## src/pbq_pkg.sv

```systemverilog
package pbq_pkg;

    // Default pool size and fixed buffer geometry.
    localparam int DEF_BUFFER_COUNT = 4;
    localparam int MAX_SAMPLES      = 1024;
    localparam int BUFFER_BYTES     = 4096;

    localparam int SAMPLE_W = 11;

    // Request codes.
    localparam logic [1:0] REQ_SUBMIT      = 2'd0;
    localparam logic [1:0] REQ_COMPLETE    = 2'd1;
    localparam logic [1:0] REQ_SLOT_NOTICE = 2'd2;

    // Status codes.
    localparam logic [1:0] ST_OK          = 2'd0;
    localparam logic [1:0] ST_WOULD_BLOCK = 2'd1;
    localparam logic [1:0] ST_MUST_WAIT   = 2'd2;

    // Configuration register indexes.
    localparam logic [1:0] CFG_SAMPLE_16BIT = 2'd0;
    localparam logic [1:0] CFG_STEREO_MODE  = 2'd1;
    localparam logic [1:0] CFG_BUFFER_BASE  = 2'd2;

    typedef struct packed {
        logic [1:0]  req_type;
        logic [19:0] byte_length;
        logic        blocking;
        logic        slot_ready;
    } pcm_req_t;

    typedef struct packed {
        logic [1:0]          status;
        logic [12:0]         bytes_accepted;
        logic [1:0]          buffer_index;
        logic                handoff_valid;
        logic [22:0]         handoff_address;
        logic [SAMPLE_W-1:0] handoff_samples;
        logic                free_available;
    } pcm_rsp_t;

endpackage

```

## src/pbq_ram.sv

```systemverilog
module pbq_ram #(
    parameter int WIDTH = 8,
    parameter int DEPTH = 4
) (
    input  logic                     clk,
    input  logic                     we,
    input  logic [$clog2(DEPTH)-1:0] waddr,
    input  logic [WIDTH-1:0]         wdata,
    input  logic                     re,
    input  logic [$clog2(DEPTH)-1:0] raddr,
    output logic [WIDTH-1:0]         rdata
);

    logic [WIDTH-1:0] mem [DEPTH];

    always_ff @(posedge clk)
    begin
        if (we)
        begin
            mem[waddr] <= wdata;
        end
        // Read data holds between reads.
        if (re)
        begin
            rdata <= mem[raddr];
        end
    end

endmodule

```

## src/pcm_buffer_queue_handoff.sv

```systemverilog
// PCM playback buffer queue. A pool of BUFFER_COUNT buffers circulates between a free
// FIFO and a busy FIFO, both held in small synchronous RAMs; a submit moves the oldest
// free buffer to busy, a completion returns the oldest busy buffer to free, and after
// every request the oldest busy buffer not yet handed off goes to the playback slot
// when slot_ready is set. A request walks the steps idle, apply, lookup and result:
// idle reads both queue heads as it accepts, apply updates the queues, lookup makes
// the handoff read, a second read of the busy RAM through its single read port, and
// result registers the beat. The next request is taken in the cycle after the result
// is registered; if the previous result still waits in the output register, the new
// request is taken all the same and holds in its last step until that beat leaves.
// The free queue starts out holding every buffer in order, with no clearing pass
// after reset.
module pcm_buffer_queue_handoff
    import pbq_pkg::*;
#(
    parameter int BUFFER_COUNT = DEF_BUFFER_COUNT
) (
    input  logic        clk,
    input  logic        rst_n,
    input  logic        in_valid,
    output logic        in_stall,
    input  pcm_req_t    in_data,
    output logic        out_valid,
    input  logic        out_stall,
    output pcm_rsp_t    out_data,
    input  logic        cfg_valid,
    output logic        cfg_ready,
    input  logic [1:0]  cfg_index,
    input  logic [22:0] cfg_data
);

    localparam int IW = $clog2(BUFFER_COUNT);
    localparam int CW = $clog2(BUFFER_COUNT + 1);
    localparam int BW = IW + SAMPLE_W;

    typedef enum logic [1:0] {
        S_IDLE,
        S_APPLY,
        S_LOOKUP,
        S_RESULT
    } state_t;

    function automatic logic [IW-1:0] wrap_add(input logic [IW-1:0] base,
                                               input logic [CW-1:0] off);
        logic [CW:0] sum;
        sum = (CW+1)'(base) + (CW+1)'(off);
        if (sum >= (CW+1)'(BUFFER_COUNT))
        begin
            sum = sum - (CW+1)'(BUFFER_COUNT);
        end
        return sum[IW-1:0];
    endfunction

    state_t            state_reg, state_next;
    pcm_req_t          req_reg, req_next;
    logic              sample16_reg;
    logic              stereo_reg;
    logic [22:0]       base_reg;
    logic [IW-1:0]     free_head_reg, free_head_next;
    logic [CW-1:0]     free_count_reg, free_count_next;
    logic [IW-1:0]     busy_head_reg, busy_head_next;
    logic [CW-1:0]     busy_count_reg, busy_count_next;
    logic [CW-1:0]     queued_reg, queued_next;
    logic [BUFFER_COUNT-1:0] free_vld_reg, free_vld_next;
    logic              head_vld_reg, head_vld_next;
    logic [1:0]        status_reg, status_next;
    logic [12:0]       accepted_reg, accepted_next;
    logic [IW-1:0]     taken_reg, taken_next;
    logic              hand_reg, hand_next;
    logic              out_valid_reg, out_valid_next;
    pcm_rsp_t          out_data_reg, out_data_next;

    logic              free_we, free_re;
    logic [IW-1:0]     free_waddr, free_wdata, free_rdata;
    logic              busy_we, busy_re;
    logic [IW-1:0]     busy_waddr, busy_raddr;
    logic [BW-1:0]     busy_wdata, busy_rdata;

    logic [IW-1:0]       free_entry;
    logic [19:0]         shifted;
    logic [SAMPLE_W-1:0] samples;
    logic [12:0]         accepted;
    logic [IW-1:0]       hand_idx;
    logic [22:0]         hand_offset;

    pbq_ram #(
        .WIDTH (IW),
        .DEPTH (BUFFER_COUNT)
    ) u_free_ram (
        .clk   (clk),
        .we    (free_we),
        .waddr (free_waddr),
        .wdata (free_wdata),
        .re    (free_re),
        .raddr (free_head_reg),
        .rdata (free_rdata)
    );

    // Each busy entry carries its buffer index and that buffer's sample count.
    pbq_ram #(
        .WIDTH (BW),
        .DEPTH (BUFFER_COUNT)
    ) u_busy_ram (
        .clk   (clk),
        .we    (busy_we),
        .waddr (busy_waddr),
        .wdata (busy_wdata),
        .re    (busy_re),
        .raddr (busy_raddr),
        .rdata (busy_rdata)
    );

    assign in_stall  = (state_reg != S_IDLE);
    assign cfg_ready = 1'b1;
    assign out_valid = out_valid_reg;
    assign out_data  = out_data_reg;

    // A free slot that was never written still holds its reset value, its own position.
    assign free_entry = head_vld_reg ? free_rdata : free_head_reg;

    always_comb
    begin
        shifted = req_reg.byte_length;
        if (sample16_reg)
        begin
            shifted = shifted >> 1;
        end
        if (stereo_reg)
        begin
            shifted = shifted >> 1;
        end
        if (shifted > 20'(MAX_SAMPLES))
        begin
            samples = SAMPLE_W'(MAX_SAMPLES);
        end
        else
        begin
            samples = shifted[SAMPLE_W-1:0];
        end
        if (!sample16_reg && !stereo_reg)
        begin
            samples[0] = 1'b0;
        end
        accepted = 13'(samples);
        if (sample16_reg)
        begin
            accepted = accepted << 1;
        end
        if (stereo_reg)
        begin
            accepted = accepted << 1;
        end
    end

    assign hand_idx    = busy_rdata[BW-1:SAMPLE_W];
    assign hand_offset = base_reg + 23'(BUFFER_BYTES) * 23'(hand_idx);

    always_comb
    begin
        state_next      = state_reg;
        req_next        = req_reg;
        free_head_next  = free_head_reg;
        free_count_next = free_count_reg;
        busy_head_next  = busy_head_reg;
        busy_count_next = busy_count_reg;
        queued_next     = queued_reg;
        free_vld_next   = free_vld_reg;
        head_vld_next   = head_vld_reg;
        status_next     = status_reg;
        accepted_next   = accepted_reg;
        taken_next      = taken_reg;
        hand_next       = hand_reg;
        out_valid_next  = out_valid_reg && out_stall;
        out_data_next   = out_data_reg;

        free_we    = 1'b0;
        free_re    = 1'b0;
        free_waddr = wrap_add(free_head_reg, free_count_reg);
        free_wdata = busy_rdata[BW-1:SAMPLE_W];
        busy_we    = 1'b0;
        busy_re    = 1'b0;
        busy_waddr = wrap_add(busy_head_reg, busy_count_reg);
        busy_wdata = {free_entry, samples};
        busy_raddr = busy_head_reg;

        unique case (state_reg)
            S_IDLE:
            begin
                if (in_valid)
                begin
                    // Read both queue heads; a completion needs the busy head.
                    free_re       = 1'b1;
                    busy_re       = 1'b1;
                    req_next      = in_data;
                    head_vld_next = free_vld_reg[free_head_reg];
                    status_next   = ST_OK;
                    accepted_next = '0;
                    taken_next    = '0;
                    state_next    = S_APPLY;
                end
            end
            S_APPLY:
            begin
                if (req_reg.req_type == REQ_SUBMIT)
                begin
                    if (free_count_reg == '0)
                    begin
                        status_next = req_reg.blocking ? ST_MUST_WAIT : ST_WOULD_BLOCK;
                    end
                    else
                    begin
                        busy_we         = 1'b1;
                        free_head_next  = wrap_add(free_head_reg, CW'(1));
                        free_count_next = free_count_reg - CW'(1);
                        busy_count_next = busy_count_reg + CW'(1);
                        accepted_next   = accepted;
                        taken_next      = free_entry;
                    end
                end
                else if (req_reg.req_type == REQ_COMPLETE && busy_count_reg != '0)
                begin
                    free_we                   = 1'b1;
                    free_vld_next[free_waddr] = 1'b1;
                    free_count_next           = free_count_reg + CW'(1);
                    busy_head_next            = wrap_add(busy_head_reg, CW'(1));
                    busy_count_next           = busy_count_reg - CW'(1);
                    if (queued_reg != '0)
                    begin
                        queued_next = queued_reg - CW'(1);
                    end
                end
                state_next = S_LOOKUP;
            end
            S_LOOKUP:
            begin
                // Handed-off buffers form the front of the busy queue.
                busy_re    = 1'b1;
                busy_raddr = wrap_add(busy_head_reg, queued_reg);
                hand_next  = req_reg.slot_ready && (queued_reg < busy_count_reg);
                if (hand_next)
                begin
                    queued_next = queued_reg + CW'(1);
                end
                state_next = S_RESULT;
            end
            S_RESULT:
            begin
                if (!out_valid_reg || !out_stall)
                begin
                    out_valid_next                 = 1'b1;
                    out_data_next.status           = status_reg;
                    out_data_next.bytes_accepted   = accepted_reg;
                    out_data_next.buffer_index     = 2'(taken_reg);
                    out_data_next.handoff_valid    = hand_reg;
                    out_data_next.handoff_address  = hand_reg ? {1'b0, hand_offset[22:1]} : '0;
                    out_data_next.handoff_samples  =
                        hand_reg ? busy_rdata[SAMPLE_W-1:0] : '0;
                    out_data_next.free_available   = (free_count_reg != '0);
                    state_next                     = S_IDLE;
                end
            end
            default:
            begin
                state_next = S_IDLE;
            end
        endcase
    end

    always_ff @(posedge clk or negedge rst_n)
    begin
        if (!rst_n)
        begin
            state_reg      <= S_IDLE;
            req_reg        <= '0;
            sample16_reg   <= 1'b1;
            stereo_reg     <= 1'b1;
            base_reg       <= '0;
            free_head_reg  <= '0;
            free_count_reg <= CW'(BUFFER_COUNT);
            busy_head_reg  <= '0;
            busy_count_reg <= '0;
            queued_reg     <= '0;
            free_vld_reg   <= '0;
            head_vld_reg   <= 1'b0;
            status_reg     <= ST_OK;
            accepted_reg   <= '0;
            taken_reg      <= '0;
            hand_reg       <= 1'b0;
            out_valid_reg  <= 1'b0;
            out_data_reg   <= '0;
        end
        else
        begin
            state_reg      <= state_next;
            req_reg        <= req_next;
            free_head_reg  <= free_head_next;
            free_count_reg <= free_count_next;
            busy_head_reg  <= busy_head_next;
            busy_count_reg <= busy_count_next;
            queued_reg     <= queued_next;
            free_vld_reg   <= free_vld_next;
            head_vld_reg   <= head_vld_next;
            status_reg     <= status_next;
            accepted_reg   <= accepted_next;
            taken_reg      <= taken_next;
            hand_reg       <= hand_next;
            out_valid_reg  <= out_valid_next;
            out_data_reg   <= out_data_next;
            if (cfg_valid && cfg_ready)
            begin
                unique case (cfg_index)
                    CFG_SAMPLE_16BIT: sample16_reg <= cfg_data[0];
                    CFG_STEREO_MODE:  stereo_reg   <= cfg_data[0];
                    CFG_BUFFER_BASE:  base_reg     <= cfg_data;
                    default:          ;
                endcase
            end
        end
    end

`ifndef SYNTH
    // Every buffer is in exactly one of the two queues.
    assert property (@(posedge clk) disable iff (!rst_n)
        (CW+1)'(free_count_reg) + (CW+1)'(busy_count_reg) == (CW+1)'(BUFFER_COUNT))
    else $error("free and busy counts do not cover the pool");

    assert property (@(posedge clk) disable iff (!rst_n)
        queued_reg <= busy_count_reg)
    else $error("more buffers handed off than are busy");

    assert property (@(posedge clk) disable iff (!rst_n)
        $rose(out_valid_reg) |-> $past(state_reg == S_RESULT))
    else $error("result beat raised outside the result step");

    assert property (@(posedge clk) disable iff (!rst_n)
        out_valid_reg && out_data_reg.status != ST_OK |-> out_data_reg.bytes_accepted == '0)
    else $error("bytes reported on a refused submit");
`endif

endmodule
```

## config.mk

```make
export PLATFORM = sky130hd
export DESIGN_NAME = pcm_buffer_queue_handoff
export DESIGN_NICKNAME = d
export VERILOG_FILES = /design/src/pbq_pkg.sv /design/src/pbq_ram.sv /design/src/pcm_buffer_queue_handoff.sv
export SDC_FILE = /design/constraint.sdc
export NUM_CORES = 1
export LEC_CHECK = 0
export BUFFER_PORTS_ARGS = -buffer_cell sky130_fd_sc_hd__buf_2
export CAP_MARGIN = 5
export CORE_MARGIN = 1.5
export CORE_UTILIZATION = 45
export DETAILED_ROUTE_END_ITERATION = 12
export GPL_TIMING_DRIVEN = 0
export HOLD_SLACK_MARGIN = 0.08
export PLACE_DENSITY = 0.61
export SLEW_MARGIN = 20
export SYNTH_ARGS = -nofsm -noshare
export SYNTH_HDL_FRONTEND = slang
export SYNTH_SLANG_ARGS = --single-unit
export TNS_END_PERCENT = 20
```

## constraint.sdc

```tcl
create_clock -name clk -period 2.93 [get_ports clk]
set_input_delay 0.4395 -clock clk [delete_from_list [all_inputs] [get_ports clk]]
set_output_delay 0.4395 -clock clk [all_outputs]
set_load 0.02 [all_outputs]
```

==> results.sh, run 1 <==
export IMPL_ant_nets=0
export IMPL_p_comb_share_pct=27.0
export IMPL_p_int_w=0.00650
export IMPL_synth_seq_area_share_pct=62.5
export IMPL_wirelength_um=19400
export IMPL_syn_area_um2=9180
export IMPL_drive_gt1_share_pct=30.7
export IMPL_dominantRegCellSynth="dfrtp_1"
export IMPL_port_buffers=107
export IMPL_min_period_ns=2.92
export IMPL_num_fill_cells=1686
export IMPL_slew_viol_final=0
export IMPL_skew_ns=0.0190
export IMPL_cts_sinks=214
export IMPL_p_seq_share_pct=43.4
export IMPL_tightest_slew_ns=0.850
export IMPL_total_power_w=0.00964
export IMPL_root_buffer="clkbuf_16"
export IMPL_final_cells=1108
export IMPL_hp_class="in -> reg"
export IMPL_slew_headroom_pct=43.4
export IMPL_setup_slack_ns=0.00517
export IMPL_vdd_drop_max_mv=0.509
export IMPL_status="finished, final reports clean"
export IMPL_yosysTopAreaCell="dfrtp_1"
export IMPL_antenna_found_initial=0
export IMPL_place_hpwl_um=13800
export IMPL_start_util_pct=45.6
export IMPL_power_share_switching_pct=32.6
export IMPL_grt_usage_pct=18.9
export IMPL_multi_input_comb_area_um2=3230
export IMPL_fin_nets=891
export IMPL_crit_required_ns=3.16
export IMPL_startpoint_type="flop"
export IMPL_ys_async_sr_fraction_pct=65.0
export IMPL_detailedPlace_worstSlack_ns=-0.130
export IMPL_detail_route_wl_per_cell_um=17.5
export IMPL_dp_cells=1066
export IMPL_ios=110
export IMPL_grt_max_degree=90
export IMPL_die_area_um2=21300
export IMPL_drc=0
export IMPL_synthCells=685
export IMPL_drt_iter0_markers=350
export IMPL_core_area_um2=20100
export IMPL_power_density_nw_per_um2=885
export IMPL_die_x_um=146
export IMPL_grt_pass1_wl_um=32000
export IMPL_cts_buffers=23
export IMPL_rows=52
export IMPL_seq_area_um2=5730
export IMPL_via_per_inst=5.26
export IMPL_hold_viol_final=0
export IMPL_grt_pass1_vias=5970
export IMPL_end_kind="flop"
export IMPL_clk_pin_slew_ns=0.06
export IMPL_avgSynthCellArea_um2=13.4
export IMPL_cp_max_fo=10
export IMPL_yosys_area_top_type_share_pct=37.1
export IMPL_p_clk_share_pct=29.7
export IMPL_area_delta_synth_final_pct=18.8
export IMPL_period_share_pct=99.8
export IMPL_worstPathArrival_ns=3.16
export IMPL_yosys_warnings=0
export IMPL_cts_setup_buffers=0
export IMPL_htreeDepth=1
export IMPL_setup_violations=0
export IMPL_dr_total_vias=5824
export IMPL_cts_tree="built"
export IMPL_fin_setup_tns_ns=0
export IMPL_clock_latency_ns=0.50
export IMPL_cap_violations=0
export IMPL_synth_edff_count=75
export IMPL_crit_type="reg -> reg"
export IMPL_place_gp_congestion=0.841
export IMPL_clock_path_buffers=3
export IMPL_yosys_register_bits=214
export IMPL_max_freq_mhz=342
export IMPL_rsz0062_at_grt="yes"
export IMPL_switching_power_w=0.00315
export IMPL_overflow=0
export IMPL_dieHeight_um=146
export IMPL_dr_pass1_iters=4
export IMPL_power_leakage_nw=4.57
export IMPL_synth_cell_types=54
export IMPL_antenna_cells=0
export IMPL_synth_nets=754
export IMPL_synth_area_leaders="dfrtp_1 37%, edfxtp_1 25%, mux2_2 8.7%"
==> final cells by class <==
cell class / count / share of cell area, %
clock inverters: 9 / 1.08
plain buffers: 34 / 1.52
inverters: 19 / 0.655
repair buffers: 112 / 5.59
multi-input cells: 418 / 29.7
flip-flops and latches: 214 / 52.6
well taps: 270 / 3.10
clock buffers: 32 / 5.78
==> path summary, 6_finish.rpt <==
| path | to | slack [ns] | from | depth (start not counted) |
|---|---|---|---|---|
| setup / recovery | u_busy_ram.mem[2][5] | 0.005 | sample16_reg | 7 |
| hold / removal | req_reg[13] | 0.17 | in_data[13] | 3 |
| setup reg to reg | u_busy_ram.mem[2][5] | 0.005 | sample16_reg | 7 |
| hold reg to reg | free_vld_reg[0] | 0.47 | free_vld_reg[0] | 1 |
| max in group asynchronous | stereo_reg | 1.68 | rst_n | 3 |
| min in group asynchronous | out_data[28] | 0.45 | rst_n | 2 |
==> cells in the final DEF (no fill, tap or decap), drive strengths merged, types with 3 or more instances in the layout <==
cell type,netlist,routed
nor2,31,31
o311ai,3,3
nor4,5,5
mux4,16,16
clkbuf,20,52
inv,19,19
o31ai,5,5
o21ai,42,42
fa,4,4
a211oi,9,9
mux2,71,71
dfrtp,136,136
edfxtp,75,75
nand2,93,93
dfstp,3,3
bufinv,0,3
nor2b,3,3
nand2b,6,6
mux2i,12,12
buf,14,125
a22o,6,6
or2,4,4
ha,11,11
nor3,9,9
a32o,9,9
and2,5,5
nand3,8,8
a21oi,8,8
nor3b,3,3
xor2,9,9
xnor2,21,21
clkinv,0,6
==> cell families (layout without fill, tap and decap cells) <==
group	after synthesis	after routing	share of synthesized area (%)
flip-flops	214	214	62.5
AND/OR/NAND/NOR	178	178	8.93
multiplexers	99	99	14.0
AO/OA/AOI/OAI	94	94	6.74
buffers and inverters	53	206	2.56
XOR/XNOR	30	30	2.86
adder cells (fa/ha/maj)	15	15	2.37
other	2	2	0.0819
==> what timing repair did <==
| action | in CTS | in global routing |
|---|---|---|
| resized for setup | 3 | 0 |
| endpoints found under the setup margin | 16 | 20 |
| hold endpoints to repair | 50 | 0 |
| hold buffers | 1 | 0 |
==> critical path, stage by stage, from the launching register on <==
cell	delay [ns]
dfstp_2	0.54
clkbuf_8	0.17
mux2_2	0.35
mux2i_1	0.23
o311ai_0	0.19
or4b_1	0.49
o21a_2	0.27
a211oi_1	0.42
==> routing by layer <==
metal / vias to the layer above / track usage (%) / wire length, µm
met3: 34 / 3.07 / 978
met4: 0 / 5.36 / 515
met2: 178 / 29.8 / 8820
li1: 2734 / - / -
met5: - / 0 / 0
met1: 2878 / 27.2 / 9050
==> cell usage after synthesis (all sizes together) (4+ instances only) <==
master  number
dfrtp      136
nand2       93
edfxtp      75
mux2        71
o21ai       42
nor2        31
xnor2       21
clkbuf      20
inv         19
mux4        16
buf         14
mux2i       12
ha          11
a211oi       9
a32o         9
nor3         9
xor2         9
a21oi        8
nand3        8
a22o         6
nand2b       6
and2         5
nor4         5
o31ai        5
fa           4
or2          4
==> power by group through the flow <==
stage               Clock (W)  Combinational, W  Sequential, W
floorplan                   0           0.00158        0.00436
global placement            0           0.00254        0.00421
detailed placement          0           0.00260        0.00424
CTS                   0.00293           0.00263        0.00418
global route          0.00307           0.00288        0.00427
finish                0.00286           0.00260        0.00418
==> per-stage QoR <==
stage / utilization, % / hold slack (ns) / cell area [µm²]
floorplan: - / 0.144 / 9180
global placement: 50.0 / 0.449 / 10000
detailed placement: 50.4 / 0.367 / 10100
CTS: 54.2 / 0.141 / 10900
global route: 54.2 / 0.156 / 10900
finish: 54.2 / 0.168 / 10900
Power figures use the tool's default switching activity.
==> inputs of run 2 (changes only) <==
--- a/config.mk
+++ b/config.mk
@@ -9,6 +9,7 @@
 export CAP_MARGIN = 5
 export CORE_MARGIN = 1.5
 export CORE_UTILIZATION = 45
+export CTS_BUF_LIST = sky130_fd_sc_hd__clkbuf_4
 export DETAILED_ROUTE_END_ITERATION = 12
 export GPL_TIMING_DRIVEN = 0
 export HOLD_SLACK_MARGIN = 0.08
==> run 2 against run 1 <==
Utilization rose by 2.4 points. Routed wire length rose by 3.1%. First-iteration DRC count rose by 1.7%. Design area rose by 4.4%. Count of clock-buffer cells in the layout rose by 60. Sequential share of layout area fell by 2.2 points. Global-route usage rose by 0.76 points. Clock power fell by 10%. Sequential power barely moved. Setup slack improved by 0.10 ns. Register-to-register slack improved by 0.10 ns. Via count rose by 6.3%. Critical path type unchanged.
==> results.sh, run 2 (synthesis results as in run 1) <==
export IMPL_rows=52
export IMPL_tightest_slew_ns=0.840
export IMPL_drc=0
export IMPL_clock_path_buffers=3
export IMPL_switching_power_w=0.00322
export IMPL_die_area_um2=21300
export IMPL_clk_pin_slew_ns=0.06
export IMPL_cp_max_fo=10
export IMPL_cts_tree="built"
export IMPL_core_area_um2=20100
export IMPL_power_share_switching_pct=34.2
export IMPL_dieHeight_um=146
export IMPL_min_period_ns=2.82
export IMPL_hold_viol_final=0
export IMPL_fin_setup_tns_ns=0
export IMPL_place_gp_congestion=0.841
export IMPL_ant_nets=0
export IMPL_p_seq_share_pct=44.5
export IMPL_start_util_pct=45.6
export IMPL_num_fill_cells=1685
export IMPL_ios=110
export IMPL_area_delta_synth_final_pct=24.0
export IMPL_worstPathArrival_ns=3.23
export IMPL_power_density_nw_per_um2=827
export IMPL_setup_violations=0
export IMPL_root_buffer="clkbuf_4"
export IMPL_detail_route_wl_per_cell_um=16.4
export IMPL_startpoint_type="flop"
export IMPL_place_hpwl_um=13800
export IMPL_cts_buffers=56
export IMPL_htreeDepth=2
export IMPL_power_leakage_nw=4.84
export IMPL_grt_usage_pct=19.6
export IMPL_finish_utilization_pct=56.6
export IMPL_end_kind="flop"
export IMPL_max_freq_mhz=355
export IMPL_drt_iter0_markers=356
export IMPL_period_share_pct=96.3
export IMPL_skew_ns=0.0336
export IMPL_dr_total_vias=6193
export IMPL_slew_headroom_pct=44.0
export IMPL_crit_required_ns=3.34
export IMPL_grt_pass1_wl_um=33000
export IMPL_die_x_um=146
export IMPL_overflow=0
export IMPL_grt_pass1_vias=6501
export IMPL_cts_sinks=214
export IMPL_p_comb_share_pct=28.2
export IMPL_crit_type="reg -> reg"
export IMPL_p_clk_share_pct=27.3
export IMPL_p_int_w=0.00619
export IMPL_fin_nets=972
export IMPL_hp_class="in -> reg"
export IMPL_drive_gt1_share_pct=34.1
export IMPL_dr_pass1_iters=4
export IMPL_cts_setup_buffers=0
export IMPL_slew_viol_final=0
export IMPL_grt_max_degree=90
export IMPL_clock_latency_ns=0.66
export IMPL_cap_violations=0
export IMPL_wirelength_um=20000
export IMPL_antenna_found_initial=1
export IMPL_via_per_inst=5.09
export IMPL_status="finished, final reports clean"
export IMPL_final_cell_mix="136 x dfrtp_1, 109 x buf_2, 93 x nand2_1"
export IMPL_vdd_drop_max_mv=0.481
export IMPL_final_common_cell="dfrtp_1"
export IMPL_port_buffers=107
[run 2: routing by layer]
layer / wire length (µm) / GRT usage (%)
met2: 9140 / 31.1
met5: 0 / 0
met4: 528 / 7.76
met3: 1190 / 4.08
met1: 9100 / 26.7
[run 2: layout make-up]
class                      count  area, µm²  area share, %
antenna                        1       2.50         0.0220
buffer                        34        165           1.45
clock buffer                  92        691           6.07
clock inverter                 9       33.8          0.297
inverter                      19       71.3          0.627
multi-input combinational    418       3250           28.6
sequential                   214       5730           50.4
tap                          270        338           2.97
timing repair buffer         160       1090           9.58
[run 2: power by group through the flow]
stage                     registers, W  clock network, W  logic (W)
final                          0.00418           0.00257    0.00265
after global routing           0.00427           0.00282    0.00294
after CTS                      0.00418           0.00266    0.00267
after detailed placement       0.00424                 0    0.00260
after global placement         0.00421                 0    0.00254
after floorplan                0.00436                 0    0.00158
[run 2: path summary, 6_finish.rpt]
check | start | endpoint | slack [ns] | depth (start not counted)
max | sample16_reg | u_busy_ram.mem[3][9] | 0.11 | 7
min | cfg_index[1] | stereo_reg | 0.18 | 3
max reg2reg | sample16_reg | u_busy_ram.mem[3][9] | 0.11 | 7
min reg2reg | free_vld_reg[0] | free_vld_reg[0] | 0.47 | 1
max in group asynchronous | rst_n | stereo_reg | 1.85 | 3
min in group asynchronous | rst_n | out_data[28] | 0.29 | 2
[run 2: per-stage QoR]
| step | area [µm²] | instances | hold slack (ns) | setup slack [ns] | total power [W] |
|---|---|---|---|---|---|
| 6_report | 11400 | 1217 | 0.176 | 0.110 | 0.00940 |
| 5_1_grt | 11400 | 1217 | 0.139 | -0.0000264 | 0.0100 |
| 4_1_cts | 11400 | 1216 | 0.118 | 0.0157 | 0.00951 |
| 3_5_place_dp | 10100 | 1066 | 0.367 | -0.130 | 0.00684 |
| 3_3_place_gp | 10000 | 1062 | 0.449 | -0.472 | 0.00675 |
| 2_1_floorplan | 9180 | 685 | 0.144 | 0.452 | 0.00593 |
[run 2: worst max-delay path, cell delays in order, from the launching register on]
cell and delay (ns):
dfstp_2 0.55, clkbuf_8 0.17, mux2_2 0.35, mux2i_1 0.23
o311ai_0 0.19, or4b_1 0.49, o21a_2 0.29, a211oi_2 0.32
[run 2: what timing repair did]
action                                  4_1_cts  5_1_grt
endpoints found under the setup margin       19       16
hold buffers                                 49        0
endpoints found under the hold margin       100        0
gates resized for setup                       3        4
cloned                                        0        0
